### src/hdl/bftc_pkg.sv
// Package for the boost floor timer controller: codes, widths and a helper function.
package bftc_pkg;

  // Countdown timer width; durations above its range saturate
  localparam int TIMER_WIDTH = 16;
  localparam int DUR_WIDTH   = 16;
  localparam int FREQ_WIDTH  = 32;
  localparam int FLAG_WIDTH  = 5;
  localparam int IDX_WIDTH   = 3;

  localparam logic [31:0] TIMER_MAX32 =
    (TIMER_WIDTH >= 32) ? 32'hFFFF_FFFF : ((32'd1 << TIMER_WIDTH) - 32'd1);

  // Screen-on wake boost length in ms
  localparam logic [DUR_WIDTH-1:0] WAKE_ON_MS = DUR_WIDTH'(1000);

  typedef logic [TIMER_WIDTH-1:0] timer_t;

  // Event codes
  typedef enum logic [2:0] {
    MODE_TICK       = 3'd0,
    MODE_INPUT      = 3'd1,
    MODE_FLEX_KICK  = 3'd2,
    MODE_MAX_KICK   = 3'd3,
    MODE_WAKE_KICK  = 3'd4,
    MODE_SCREEN_ON  = 3'd5,
    MODE_SCREEN_OFF = 3'd6
  } mode_t;

  // Configuration register indexes
  typedef enum logic [IDX_WIDTH-1:0] {
    REG_INPUT_DURATION  = 3'd0,
    REG_FLEX_DURATION   = 3'd1,
    REG_FREQ_HIGH       = 3'd2,
    REG_FREQ_LOW        = 3'd3,
    REG_FLOOR_FREQ      = 3'd4,
    REG_DEVICE_ATTACHED = 3'd5
  } reg_idx_t;

  // Boost flag bit positions
  localparam int FLAG_SCREEN = 0;
  localparam int FLAG_INPUT  = 1;
  localparam int FLAG_FLEX   = 2;
  localparam int FLAG_WAKE   = 3;
  localparam int FLAG_MAX    = 4;

  // Timer pending bit positions
  localparam int TMR_INPUT = 0;
  localparam int TMR_FLEX  = 1;
  localparam int TMR_MAX   = 2;

  // Saturate a millisecond duration to the timer range
  function automatic timer_t clamp_dur(input logic [DUR_WIDTH-1:0] d);
    logic [31:0] d32;
    logic [31:0] r;
    d32 = 32'(d);
    r   = (d32 > TIMER_MAX32) ? TIMER_MAX32 : d32;
    return r[TIMER_WIDTH-1:0];
  endfunction

endpackage

### src/hdl/boost_floor_timer_controller_top.sv
// Boost floor timer controller: event decode, boost timers and floor selection.
//
// One event beat is taken per clock while in_stall is low. The event is held in an
// input register, then a single pass of decode, three timer updates and the floor
// mux writes the state and the result register when the result side is ready.
// Sustained rate is one event per cycle while the result side is not stalled;
// a stall backs up through the two registers. Configuration writes are always
// ready and should be made while no event is in flight. The screen-on flag is
// set after reset, all timers idle.
module boost_floor_timer_controller_top (
  input  logic                               clk,
  input  logic                               rst,
  // event channel
  input  logic                               in_valid,
  output logic                               in_stall,
  input  logic [2:0]                         mode,
  input  logic [bftc_pkg::DUR_WIDTH-1:0]     boost_ms,
  // result channel
  output logic                               out_valid,
  input  logic                               out_stall,
  output logic [bftc_pkg::FREQ_WIDTH-1:0]    freq_floor,
  output logic                               max_active,
  output logic [bftc_pkg::FLAG_WIDTH-1:0]    flags,
  // configuration write channel
  input  logic                               cfg_valid,
  output logic                               cfg_ready,
  input  logic [bftc_pkg::IDX_WIDTH-1:0]     cfg_index,
  input  logic [31:0]                        cfg_data
);
  import bftc_pkg::*;

  // configuration registers
  logic [DUR_WIDTH-1:0]  input_duration;
  logic [DUR_WIDTH-1:0]  flex_duration;
  logic [FREQ_WIDTH-1:0] freq_high;
  logic [FREQ_WIDTH-1:0] freq_low;
  logic [FREQ_WIDTH-1:0] floor_freq;
  logic                  device_attached;

  // input stage
  logic                 s1_valid;
  logic [2:0]           s1_mode;
  logic [DUR_WIDTH-1:0] s1_dur;

  // controller state
  logic [FLAG_WIDTH-1:0] boost_flags, boost_flags_next;
  timer_t                input_rem, input_rem_next;
  timer_t                flex_rem, flex_rem_next;
  timer_t                max_rem, max_rem_next;
  logic [2:0]            timer_pending, timer_pending_next;
  logic [FREQ_WIDTH-1:0] floor_next;

  logic out_ready;
  logic s1_move;
  logic in_take;
  logic dev;
  logic scr;
  logic [DUR_WIDTH-1:0] flex_dur;

  assign cfg_ready = 1'b1;
  assign out_ready = !out_valid || !out_stall;
  assign s1_move   = s1_valid && out_ready;
  assign in_stall  = s1_valid && !out_ready;
  assign in_take   = in_valid && !in_stall;

  // configuration writes
  always_ff @(posedge clk) begin
    if (rst) begin
      input_duration  <= DUR_WIDTH'(100);
      flex_duration   <= '0;
      freq_high       <= '0;
      freq_low        <= '0;
      floor_freq      <= '0;
      device_attached <= 1'b0;
    end else if (cfg_valid && cfg_ready) begin
      case (reg_idx_t'(cfg_index))
        REG_INPUT_DURATION:  input_duration  <= cfg_data[DUR_WIDTH-1:0];
        REG_FLEX_DURATION:   flex_duration   <= cfg_data[DUR_WIDTH-1:0];
        REG_FREQ_HIGH:       freq_high       <= cfg_data;
        REG_FREQ_LOW:        freq_low        <= cfg_data;
        REG_FLOOR_FREQ:      floor_freq      <= cfg_data;
        REG_DEVICE_ATTACHED: device_attached <= cfg_data[0];
        default: ;
      endcase
    end
  end

  // input register
  always_ff @(posedge clk) begin
    if (rst) begin
      s1_valid <= 1'b0;
    end else if (in_take) begin
      s1_valid <= 1'b1;
    end else if (s1_move) begin
      s1_valid <= 1'b0;
    end
    if (in_take) begin
      s1_mode <= mode;
      s1_dur  <= boost_ms;
    end
  end

  assign dev      = device_attached;
  assign scr      = boost_flags[FLAG_SCREEN];
  assign flex_dur = (s1_dur != '0) ? s1_dur : flex_duration;

  // event decode and timer update
  always_comb begin
    boost_flags_next   = boost_flags;
    input_rem_next     = input_rem;
    flex_rem_next      = flex_rem;
    max_rem_next       = max_rem;
    timer_pending_next = timer_pending;
    case (mode_t'(s1_mode))
      MODE_TICK: begin
        if (timer_pending[TMR_INPUT]) begin
          if (input_rem <= timer_t'(1)) begin
            input_rem_next                = '0;
            timer_pending_next[TMR_INPUT] = 1'b0;
            boost_flags_next[FLAG_INPUT]  = 1'b0;
          end else begin
            input_rem_next = input_rem - timer_t'(1);
          end
        end
        if (timer_pending[TMR_FLEX]) begin
          if (flex_rem <= timer_t'(1)) begin
            flex_rem_next                = '0;
            timer_pending_next[TMR_FLEX] = 1'b0;
            boost_flags_next[FLAG_FLEX]  = 1'b0;
          end else begin
            flex_rem_next = flex_rem - timer_t'(1);
          end
        end
        if (timer_pending[TMR_MAX]) begin
          if (max_rem <= timer_t'(1)) begin
            max_rem_next                = '0;
            timer_pending_next[TMR_MAX] = 1'b0;
            boost_flags_next[FLAG_WAKE] = 1'b0;
            boost_flags_next[FLAG_MAX]  = 1'b0;
          end else begin
            max_rem_next = max_rem - timer_t'(1);
          end
        end
      end
      MODE_INPUT: begin
        if (dev && scr) begin
          input_rem_next                = clamp_dur(input_duration);
          timer_pending_next[TMR_INPUT] = 1'b1;
          if (!timer_pending[TMR_INPUT]) boost_flags_next[FLAG_INPUT] = 1'b1;
        end
      end
      MODE_FLEX_KICK: begin
        if (dev && scr && (flex_dur != '0)) begin
          flex_rem_next                = clamp_dur(flex_dur);
          timer_pending_next[TMR_FLEX] = 1'b1;
          if (!timer_pending[TMR_FLEX]) boost_flags_next[FLAG_FLEX] = 1'b1;
        end
      end
      MODE_MAX_KICK: begin
        if (dev && scr) begin
          max_rem_next                = clamp_dur(s1_dur);
          timer_pending_next[TMR_MAX] = 1'b1;
          if (!timer_pending[TMR_MAX]) boost_flags_next[FLAG_MAX] = 1'b1;
        end
      end
      MODE_WAKE_KICK: begin
        if (dev) begin
          max_rem_next                = clamp_dur(s1_dur);
          timer_pending_next[TMR_MAX] = 1'b1;
          if (!timer_pending[TMR_MAX]) boost_flags_next[FLAG_WAKE] = 1'b1;
        end
      end
      MODE_SCREEN_ON: begin
        if (dev) begin
          max_rem_next                = clamp_dur(WAKE_ON_MS);
          timer_pending_next[TMR_MAX] = 1'b1;
          if (!timer_pending[TMR_MAX]) boost_flags_next[FLAG_WAKE] = 1'b1;
        end
        boost_flags_next[FLAG_SCREEN] = 1'b1;
      end
      MODE_SCREEN_OFF: begin
        // timers keep running, only the flags drop
        boost_flags_next = '0;
      end
      default: ;
    endcase
  end

  // floor selection: input boost over flex boost over plain floor; plain floor while the screen is off
  always_comb begin
    if (!boost_flags_next[FLAG_SCREEN]) begin
      floor_next = floor_freq;
    end else if (boost_flags_next[FLAG_INPUT]) begin
      floor_next = freq_high;
    end else if (boost_flags_next[FLAG_FLEX]) begin
      floor_next = freq_low;
    end else begin
      floor_next = floor_freq;
    end
  end

  // state commit and result register
  always_ff @(posedge clk) begin
    if (rst) begin
      boost_flags   <= FLAG_WIDTH'(1) << FLAG_SCREEN;
      input_rem     <= '0;
      flex_rem      <= '0;
      max_rem       <= '0;
      timer_pending <= '0;
      out_valid     <= 1'b0;
    end else begin
      if (s1_move) begin
        boost_flags   <= boost_flags_next;
        input_rem     <= input_rem_next;
        flex_rem      <= flex_rem_next;
        max_rem       <= max_rem_next;
        timer_pending <= timer_pending_next;
        out_valid     <= 1'b1;
      end else if (out_ready) begin
        out_valid <= 1'b0;
      end
    end
    if (s1_move) begin
      freq_floor <= floor_next;
      max_active <= boost_flags_next[FLAG_WAKE] || boost_flags_next[FLAG_MAX];
      flags      <= boost_flags_next;
    end
  end

  // an idle timer always holds zero
  a_idle_timer_zero: assert property (@(posedge clk) disable iff (rst)
    !timer_pending[TMR_INPUT] |-> (input_rem == '0 && !boost_flags[FLAG_INPUT]))
    else $error("input timer idle with count or flag left");

  a_flex_flag_pending: assert property (@(posedge clk) disable iff (rst)
    boost_flags[FLAG_FLEX] |-> (timer_pending[TMR_FLEX] && flex_rem != '0))
    else $error("flex flag set without a running flex timer");

  a_max_flag_pending: assert property (@(posedge clk) disable iff (rst)
    (boost_flags[FLAG_WAKE] || boost_flags[FLAG_MAX]) |-> timer_pending[TMR_MAX])
    else $error("max or wake flag set without a running max timer");

  a_empty_stage_ready: assert property (@(posedge clk) disable iff (rst)
    !s1_valid |-> !in_stall)
    else $error("event stalled with an empty input register");

endmodule
### config.mk
export PLATFORM = sky130hd
export DESIGN_NAME = boost_floor_timer_controller_top
export DESIGN_NICKNAME = d
export VERILOG_FILES = /design/src/hdl/bftc_pkg.sv /design/src/hdl/boost_floor_timer_controller_top.sv
export SDC_FILE = /design/constraint.sdc
export NUM_CORES = 1
export LEC_CHECK = 0
export BUFFER_PORTS_ARGS = -buffer_cell sky130_fd_sc_hd__buf_4
export CAP_MARGIN = 20
export CORE_AREA = 5 5 259 185
export CTS_BUF_LIST = sky130_fd_sc_hd__clkbuf_4
export DETAILED_ROUTE_END_ITERATION = 10
export DIE_AREA = 0 0 264 190
export GPL_TIMING_DRIVEN = 0
export MAX_ROUTING_LAYER = met4
export SLEW_MARGIN = 20
export SYNTH_ARGS = -nofsm -noshare
export SYNTH_HDL_FRONTEND = slang
export SYNTH_SLANG_ARGS = --single-unit
### constraint.sdc
create_clock -name clk -period 4.7 [get_ports clk]
set_input_delay 0.705 -clock clk [delete_from_list [all_inputs] [get_ports clk]]
set_output_delay 0.705 -clock clk [all_outputs]
set_load 0.01 [all_outputs]
Word-level counts from Yosys, hierarchy flattened --
Index checks and enable logic that the tools add are counted.
Word-level totals: bits in registers 244, bits of input ports 59
Cells by class: add/sub/neg operators 3, $lt $le $gt $ge 3, eq/ne operators 20, mux-type cells 53, reduce and logical (&&, ||, !) cells 34
Operators by type and width (count):
- $mux 16 | 12
- $mux 32 | 3
- $pmux 16 s2 | 2
- $pmux 16 s4 | 1
- $le 16x1->1 const B | 3
- $sub 16x1->16 const B | 3
- $reduce_bool 16->1 | 2
- $mux 1 | 25
- $ne 2x2->1 const B | 8
- $eq 3x3->1 const B | 5
- $pmux 1 s3 | 5
- $eq 3x2->1 const B | 4
- $reduce_and 2->1 | 6
- $reduce_and 4->1 | 3
- $reduce_bool 2->1 | 4
- $eq 3x1->1 const B | 2
- $logic_not 3->1 | 2
- $pmux 1 s2 | 3
- $reduce_and 3->1 | 2
- $reduce_and 6->1 | 1
- $logic_and 1x1->1 | 5
- $logic_not 1->1 | 4
- $mux 2 | 2
- $reduce_bool 4->1 | 1
- 4 further kinds | 5

Depth between registers and ports, before layout --
Gate-level depths: netlist of the first run.
word-level depth 9, mapped depth 9

Worst setup path after synthesis of the first run --
Ideal clock, no wire load.
path type input -> register, start point input out_stall, end point register timer_pending[0], arrival 2.725 ns, data required time 4.614 ns, path slack 1.889 ns, stages 6, path buffers 1, path through nand2_1 > nand2_1 > inv_1 > clkbuf_1 > o21ai_0 > a211oi_1
Between the ends: word-level cells in the longest chain between the ends 4
RTL lines:
- start, declared | RTL line boost_floor_timer_controller_top.sv:20 | input logic out_stall,
- $logic_not 1->1 | RTL line boost_floor_timer_controller_top.sv:61 | assign out_ready = !out_valid || !out_stall;
- $logic_or 1x1->1 | RTL line boost_floor_timer_controller_top.sv:61
- $logic_and 1x1->1 | RTL line boost_floor_timer_controller_top.sv:62 | assign s1_move = s1_valid && out_ready;
- named net s1_move | RTL line boost_floor_timer_controller_top.sv:54 | logic s1_move;
- $reduce_and 3->1 (no source line)
- end signal, assigned | RTL line boost_floor_timer_controller_top.sv:217 | timer_pending <= timer_pending_next;
- end, declared | RTL line boost_floor_timer_controller_top.sv:50 | logic [2:0] timer_pending, timer_pending_next;
The timed path passes the listed nets, and every way through them passes these cells. A chain may end at the register's enable or synchronous reset.

Worst setup path after layout of the first run --
start point register s1_mode[2], end point register freq_floor[14] (netlist bit) (data pin)
Between the ends: word-level cells in the longest chain between the ends 5
RTL lines:
- start, declared | RTL line boost_floor_timer_controller_top.sv:42 | logic [2:0] s1_mode;
- start signal, assigned | RTL line boost_floor_timer_controller_top.sv:98 | s1_mode <= mode;
- $eq 3x3->1 (tied with other cells) | RTL line boost_floor_timer_controller_top.sv:114 | case (mode_t'(s1_mode))
- $pmux 1 s3 | RTL line boost_floor_timer_controller_top.sv:114
- $mux 32 | RTL line boost_floor_timer_controller_top.sv:195 | end else if (boost_flags_next[FLAG_FLEX]) begin
- $mux 32 | RTL line boost_floor_timer_controller_top.sv:193 | end else if (boost_flags_next[FLAG_INPUT]) begin
- $mux 32 * | RTL line boost_floor_timer_controller_top.sv:191 | if (!boost_flags_next[FLAG_SCREEN]) begin
- named net floor_next[14] | RTL line boost_floor_timer_controller_top.sv:51 | logic [FREQ_WIDTH-1:0] floor_next;
- end signal, assigned | RTL line boost_floor_timer_controller_top.sv:224 | freq_floor <= floor_next;
- end, declared | RTL line boost_floor_timer_controller_top.sv:21 | output logic [bftc_pkg::FREQ_WIDTH-1:0] freq_floor,
Mark *: on every way through the listed nets, which the timed path passes. The rest lies on a longest branch.

==> results of run 1 <==
## flip-flops by register name, summed over array words and instances, names as in the netlist, 32 cells and up
name,flops
floor_freq,32
freq_floor,32
freq_high,32
freq_low,32
## cell usage after synthesis (all sizes together) (3+ instances only)
master and n:
a21o 4, xor2 4, nor3 24, o22ai 16, edfxtp 57, and3 3
o21ai 64, o41ai 4, nor2b 4, or3 15, a211oi 10, ha 6
clkbuf 91, a21oi 201, nor4 20, nand3b 7, a22oi 11, o31ai 8
nand2 348, o211ai 4, a32oi 4, nor3b 4, inv 48, and2 4
nand4 6, nor2 76, nand2b 5, buf 6, o221ai 32, or2 5
dfxtp 187, nand3 45, a31oi 9
## layout by cell type, fill, tap and decap left out, types with 8 or more instances in the layout
| master | instances |
|---|---|
| nor3_1 | 24 |
| nor4_1 | 19 |
| inv_1 | 48 |
| o22ai_1 | 16 |
| nand2_1 | 348 |
| o31ai_1 | 8 |
| clkbuf_4 | 101 |
| o221ai_2 | 30 |
| a22oi_1 | 11 |
| dfxtp_1 | 187 |
| a31oi_1 | 9 |
| clkinv_1 | 10 |
| or3_1 | 13 |
| o21ai_0 | 59 |
| nand3_1 | 45 |
| nor2_1 | 76 |
| edfxtp_1 | 57 |
| buf_4 | 98 |
| a21oi_1 | 200 |
| a211oi_1 | 10 |
| clkbuf_1 | 90 |
## metrics by stage
step	hold WS, ps	utilization, %	instances
6_report	130	29.7	2191
5_1_grt	78.8	29.7	2190
4_1_cts	63.4	29.7	2188
3_5_place_dp	447	27.8	2069
3_3_place_gp	441	27.7	2067
2_1_floorplan	432	-	1359
## logic make-up (layout without fill, tap and decap cells)
group	Yosys count	count (layout)	synth area share [%]
multiplexers	2	2	0.180
other	1	4	0.0337
buffers and inverters	145	362	5.18
AO/OA/AOI/OAI	384	384	22.2
XOR/XNOR	4	4	0.315
AND/OR/NAND/NOR	573	573	22.3
adder cells (fa/ha/maj)	6	6	0.675
flip-flops	244	244	49.1
## cell type report
type                       count  area [sq um]
fill                        4891         32000
sequential                   244          5460
multi-input combinational    970          5090
tap                          612           766
timing repair buffer          98           763
clock buffer                 100           751
buffer                        97           399
inverter                      48           180
clock inverter                19           138
antenna                        3          7.51
## worst max-delay path, cell delays in order (launching register included)
cell and delay, ps:
edfxtp_1 390, clkbuf_1 320, clkbuf_1 370, a21oi_1 120
o21ai_1 480, nand2_1 110, o2bb2ai_1 640, clkbuf_1 690
o221ai_2 230
## path summary, 6_finish.rpt
check	from	cells past startpoint	to	slack [ps]
hold / removal	boost_ms[7]	1	s1_dur[7]$_DFFE_PP_	130
setup reg to reg	s1_mode[2]$_DFFE_PP_	8	freq_floor[14]$_DFFE_PP_	1060
hold reg to reg	freq_high[30]$_SDFFE_PP0P_	2	freq_high[30]$_SDFFE_PP0P_	460
setup / recovery	s1_mode[2]$_DFFE_PP_	8	freq_floor[14]$_DFFE_PP_	1060
## routing by layer
layer | vias to the layer above | part of all wire, %
li1 | 5149 | -
met1 | 5225 | 48
met2 | 591 | 39
met3 | 63 | 11
met4 | 0 | 2.1
met5 | - | 0
## power groups by stage
stage                     Combinational (W)  Sequential [W]  Clock [W]
final                              0.000333         0.00224    0.00202
after global routing               0.000363         0.00224    0.00221
after CTS                          0.000330         0.00224    0.00208
after detailed placement           0.000328         0.00228          0
after global placement             0.000320         0.00228          0
after floorplan                    0.000159         0.00227          0
==> run metrics, run 1 <==
outcome=completed; Int Pwr=0.00340 W; Sink Count=~240; Total Power=0.00459 W; GR Overflow Total=0; post-synthesis sequential area ratio=49.1%; largest net degree at the start of global routing=45; switching share of power=a little over a quarter; met3 usage in global routing=under 10%; worst-case clock buffer depth=3; Chip Width=around 260 um; Reg clk slew, reported paths=around 70 ps; Tot GR Track Use=around 16%; Syn. warnings=0; clock power share=between 40 and 50%; dpl hpwl=around 28000 um; TritonCTS clock tree=done; Max Fanout on Critical Path=10; Worst-Margin Slew=around 930 ps; Final Skew=roughly 60 ps; vias=11000; Post-Syn Nets=~1400; Max transition margin=between 30% and 40%; Die Span Y=190 um; postcts setup bufs=0; Critical Path Sink Type=flip-flop; CTS H-tree depth=3; post-route design area=13500 sq um; crit path DAT=between 4000 and 5000 ps; leading post-synthesis cells by cell area=dfxtp_1 (34%), edfxtp_1 (15%), nand2_1 (12%); Layout Nets=between 1500 and 2000; Hold Buf Count CTS=0; Post-synth EDFFs=between 50 and 60; final hold vios=0; Post-DRT Antenna Nets=0; Hold WC Path Type=primary input to flip-flop; VDD IR-drop max=around 0.15 mV; Setup WS pre-CTS=approximately 1100 ps; PnR worst setup slack=roughly 1100 ps; Crit Path Class=flip-flop to flip-flop; Initial DRC Count=roughly 1300; Post-CTS Resized=0; Post-synth top flop=dfxtp_1; crit path time final=3640 ps; met2 GRT Util=20.1%; # DRC=0; post-synthesis cell type count=between 60 and 70; DR WL/cell=about 18 um; Gate power share=around 7.2%; final worst-path cycle share=77.4%; Slew Viols, Final=0; First-pass DRT Iterations=6; Rows=66; Num CTS Buffers=67; Startpoint Class=flip-flop; Leakage Power=about 4.5 nW; Synth async-reset ratio=0%; setup TNS=0 ps; Final Wtd Congestion=between 0.9 and 1; number of max-cap violations=0; gr busiest metal=met1; IO buf count=96; area of the die=between 50000 and 60000 sq um; root buffer cell=clkbuf_4; DP Area=12700 sq um; core area=between 40000 and 50000 sq um; Pwr per Cell Area=~340 nW/um^2; Post-Syn Instances=1359; Initial Utilization=between 20% and 30%; fmax=roughly 270 MHz; worst skew pair latency=about 760 ps; area grow syn2layout=21.9%; Seq pwr share=48.7%; Req. time, crit path=slightly above 5000 ps; vias per inst=5.03; post-synth top area cell=dfxtp_1; Ports=100; final setup fails=0; total routed wirelength=between 30000 and 40000 um; Yosys top cell area share=roughly a third; RSZ-0062 raised after global routing=false; share of layout cells above drive strength 1=approximately 16%; first-pass GRT wire length=60000 um; GR Layer Usage met1=roughly a quarter; P_sw=~0.0012 W; initial antenna violation count=2; Syn Area/Cell=about 8.2 sq um; Post-Syn Area=approximately 11000 sq um; vias in the first global route=about 10000; post-synthesis register bit count=244
Power figures use the tool's default switching activity.
==> run 2: changes to the inputs <==
--- a/config.mk
+++ b/config.mk
@@ -5,12 +5,13 @@
 export SDC_FILE = /design/constraint.sdc
 export NUM_CORES = 1
 export LEC_CHECK = 0
+export ABC_AREA = 1
 export BUFFER_PORTS_ARGS = -buffer_cell sky130_fd_sc_hd__buf_4
 export CAP_MARGIN = 20
-export CORE_AREA = 5 5 259 185
+export CORE_AREA = 5 5 262 187
 export CTS_BUF_LIST = sky130_fd_sc_hd__clkbuf_4
 export DETAILED_ROUTE_END_ITERATION = 10
-export DIE_AREA = 0 0 264 190
+export DIE_AREA = 0 0 267 192
 export GPL_TIMING_DRIVEN = 0
 export MAX_ROUTING_LAYER = met4
 export SLEW_MARGIN = 20
==> constraint.sdc (replaced) <==
create_clock -name clk -period 2.95 [get_ports clk]
set_input_delay 0.4425 -clock clk [delete_from_list [all_inputs] [get_ports clk]]
set_output_delay 0.4425 -clock clk [all_outputs]
set_load 0.01 [all_outputs]
==> run metrics, run 2 <==
Gate power share=15.2% (+8.0 points); Syn. warnings=0 (unchanged); gr busiest metal=met1; GR Layer Usage met1=21.6% (-1.8 points); GR Overflow Total=0 (unchanged); fin util=32.1% (+2.4 points); Slew Viols, Final=0 (unchanged); vias per inst=4.65 (-7.7%); final worst-path cycle share=95.3% (+18 points); CTS H-tree depth=3 (unchanged); vias in the first global route=10600 (+1.5%); met3 usage in global routing=3.02% (-0.87 points); VDD IR-drop max=0.275 mV (+89%); Ports=100 (unchanged); # DRC=0 (unchanged); area grow syn2layout=29.5%; Reg clk slew, reported paths=70 ps (about the same); Initial Utilization=24.8% (+0.44 points); Num CTS Buffers=71 (+6.0%); Crit Path Class=flip-flop to flip-flop; Req. time, crit path=3370 ps (-1760 ps); Tot GR Track Use=14.9% (-0.60 points); most instantiated library cell after synthesis=nor2_1; share of layout cells above drive strength 1=19.1% (+2.8 points); Startpoint Class=flip-flop; Seq pwr share=43.2% (-5.5 points); worst skew pair latency=710 ps (-50 ps); post-synthesis register bit count=244 (unchanged); outcome=completed; P_sw=0.00240 W (+100%); core area=46100 sq um (+1.1%); Post-Syn Instances=1553 (+14%); initial antenna violation count=3 (+1); final hold vios=0 (unchanged); Setup WS pre-CTS=-133 ps (-1270 ps); post-synthesis sequential area ratio=47.7% (-1.4 points); switching share of power=28.3% (+2.2 points); Chip Width=267 um (+1.1%); Synth async-reset ratio=0% (unchanged); RSZ-0062 raised after global routing=true; PnR worst setup slack=137 ps (-926 ps); Max Fanout on Critical Path=8 (-2); Post-DRT Antenna Nets=0 (unchanged); largest net degree at the start of global routing=21 (-53%); final setup fails=0 (unchanged); post-synth top area cell=dfxtp_1; first-pass GRT wire length=59200 um (-1.2%); Post-Syn Nets=1618 (+14%); Critical Path Sink Type=flip-flop; crit path DAT=3230 ps (-840 ps); fmax=356 MHz (+29%); post-synthesis cell type count=46 (-27%); IO buf count=97 (+1.0%); leading post-synthesis cells by cell area=dfxtp_1 (33%), edfxtp_1 (15%), o21ai_0 (9.2%); Die Span Y=192 um (+1.1%); Final Skew=57.5 ps (-2.80 ps); root buffer cell=clkbuf_4; commonest cells after routing, fill and taps aside=nor2_1 (264), nand2_1 (241), o21ai_0 (211), dfxtp_1 (187), inv_1 (124); Syn Area/Cell=7.37 sq um (-10%); Pwr per Cell Area=573 nW/um^2 (+69%); Hold WC Path Type=primary input to flip-flop; Final Wtd Congestion=0.907 (about the same); number of max-cap violations=0 (unchanged); total routed wirelength=38800 um (-0.29%); met2 GRT Util=21.4% (+1.3 points); Yosys top cell area share=32.7% (-0.95 points); commonest non-fill, non-tap cell in the layout=nor2_1; area of the die=51300 sq um (+2.2%); dpl hpwl=27200 um (-4.1%); Rows=66 (unchanged); clock power share=41.5% (-2.5 points); Sink Count=244 (unchanged); First-pass DRT Iterations=6 (unchanged); vias=11400 (+3.6%); Post-synth top cells=nor2_1 (266), nand2_1 (263), o21ai_0 (211), dfxtp_1 (187), inv_1 (124); Int Pwr=0.00609 W (+79%); Worst R2R Setup Slack=140 ps (-930 ps); Initial DRC Count=1073 (-14%); Worst-Margin Slew=912 ps (-21.4 ps); TritonCTS clock tree=done; worst-case clock buffer depth=3 (unchanged); Post-synth EDFFs=57 (unchanged); Max transition margin=39.2% (+2.0 points); Leakage Power=6.40 nW (+43%); DR WL/cell=15.8 um (-11%); Post-synth top flop=dfxtp_1; Layout Nets=1859 (+17%); crit path time final=2810 ps (-824 ps); Post-Syn Area=11400 sq um (+2.9%)
## run 2: power by group through the flow
stage          Combinational (W)  Sequential (W)  Clock [W]
5_1_grt                  0.00144         0.00368    0.00383
3_5_place_dp             0.00117         0.00374          0
2_1_floorplan           0.000734         0.00372          0
3_3_place_gp             0.00115         0.00374          0
4_1_cts                  0.00123         0.00367    0.00366
6_report                 0.00129         0.00367    0.00353
## run 2: cells by family (layout without fill, tap and decap cells)
logic type | Yosys count | after routing | synth area share (%)
other | 1 | 4 | 0.0328
adders and majority gates | 6 | 6 | 0.656
DFF | 244 | 244 | 47.7
xor gates and xnor gates | 23 | 23 | 1.76
buffers and inverters | 238 | 530 | 8.38
and+or+nand+nor | 675 | 675 | 24.5
AOI/OAI and AO/OA | 366 | 366 | 17.0
## run 2: final timing paths
kind / from / endpoint / depth (start not counted)
worst max-delay path: s1_dur[5]$_DFFE_PP_ / freq_floor[12]$_DFFE_PP_ / 20
worst min-delay path: cfg_data[12] / freq_high[12]$_SDFFE_PP0P_ / 3
worst min register to register: freq_low[16]$_SDFFE_PP0P_ / freq_low[16]$_SDFFE_PP0P_ / 2
worst max register to register: s1_dur[5]$_DFFE_PP_ / freq_floor[12]$_DFFE_PP_ / 20
## run 2: routing by layer
| layer | routed length, um | vias up |
|---|---|---|
| li1 | - | 5610 |
| met1 | 18600 | 5357 |
| met2 | 16500 | 399 |
| met3 | 3010 | 64 |
| met4 | 690 | 0 |
| met5 | 0 | - |
## run 2: critical path, stage by stage, from the launching register on
cell and delay [ps]:
edfxtp_1 490, nor2_1 140, nand2_1 100, nor2_4 230
buf_6 160, nand3_1 90, nand2_2 90, nor2_1 50
nand2_1 50, nor2_1 50, nand2_1 100, nand3_1 80
nand2_1 80, nand2_2 60, nand2_4 190, nand2_8 130
buf_8 170, nand2_1 50, nand3_1 60, nand2_1 90
nand2_2 70
## run 2: timing repair
| item | in CTS | in global routing |
|---|---|---|
| endpoints found under the setup margin | 28 | 32 |
| setup buffers | 0 | 22 |
| hold endpoints to repair | 75 | 0 |
| resized for setup | 3 | 49 |
| hold buffers | 45 | 0 |
| gates cloned | 0 | 3 |
| pin swaps | 0 | 29 |
## run 2: cell type report
class	count	area, sq um
clock buffer	110	826
fill	4928	31300
antenna	3	7.51
clock inverter	14	163
multi-input combinational	1071	5170
tap	612	766
buffer	81	382
timing repair buffer	168	1450
sequential	244	5460
inverter	157	589
## run 2: stage by stage
stage          cell area, sq um  std cells  hold WS, ps  power (W)  setup TNS (ps)
3_3_place_gp              12900       2262          434    0.00489          -25490
5_1_grt                   14800       2460         4.46    0.00895            -755
6_report                  14800       2460         57.2    0.00849               0
3_5_place_dp              13000       2264          437    0.00491           -1750
4_1_cts                   14400       2433         1.16    0.00856               0
2_1_floorplan             11400       1553          424    0.00445               0
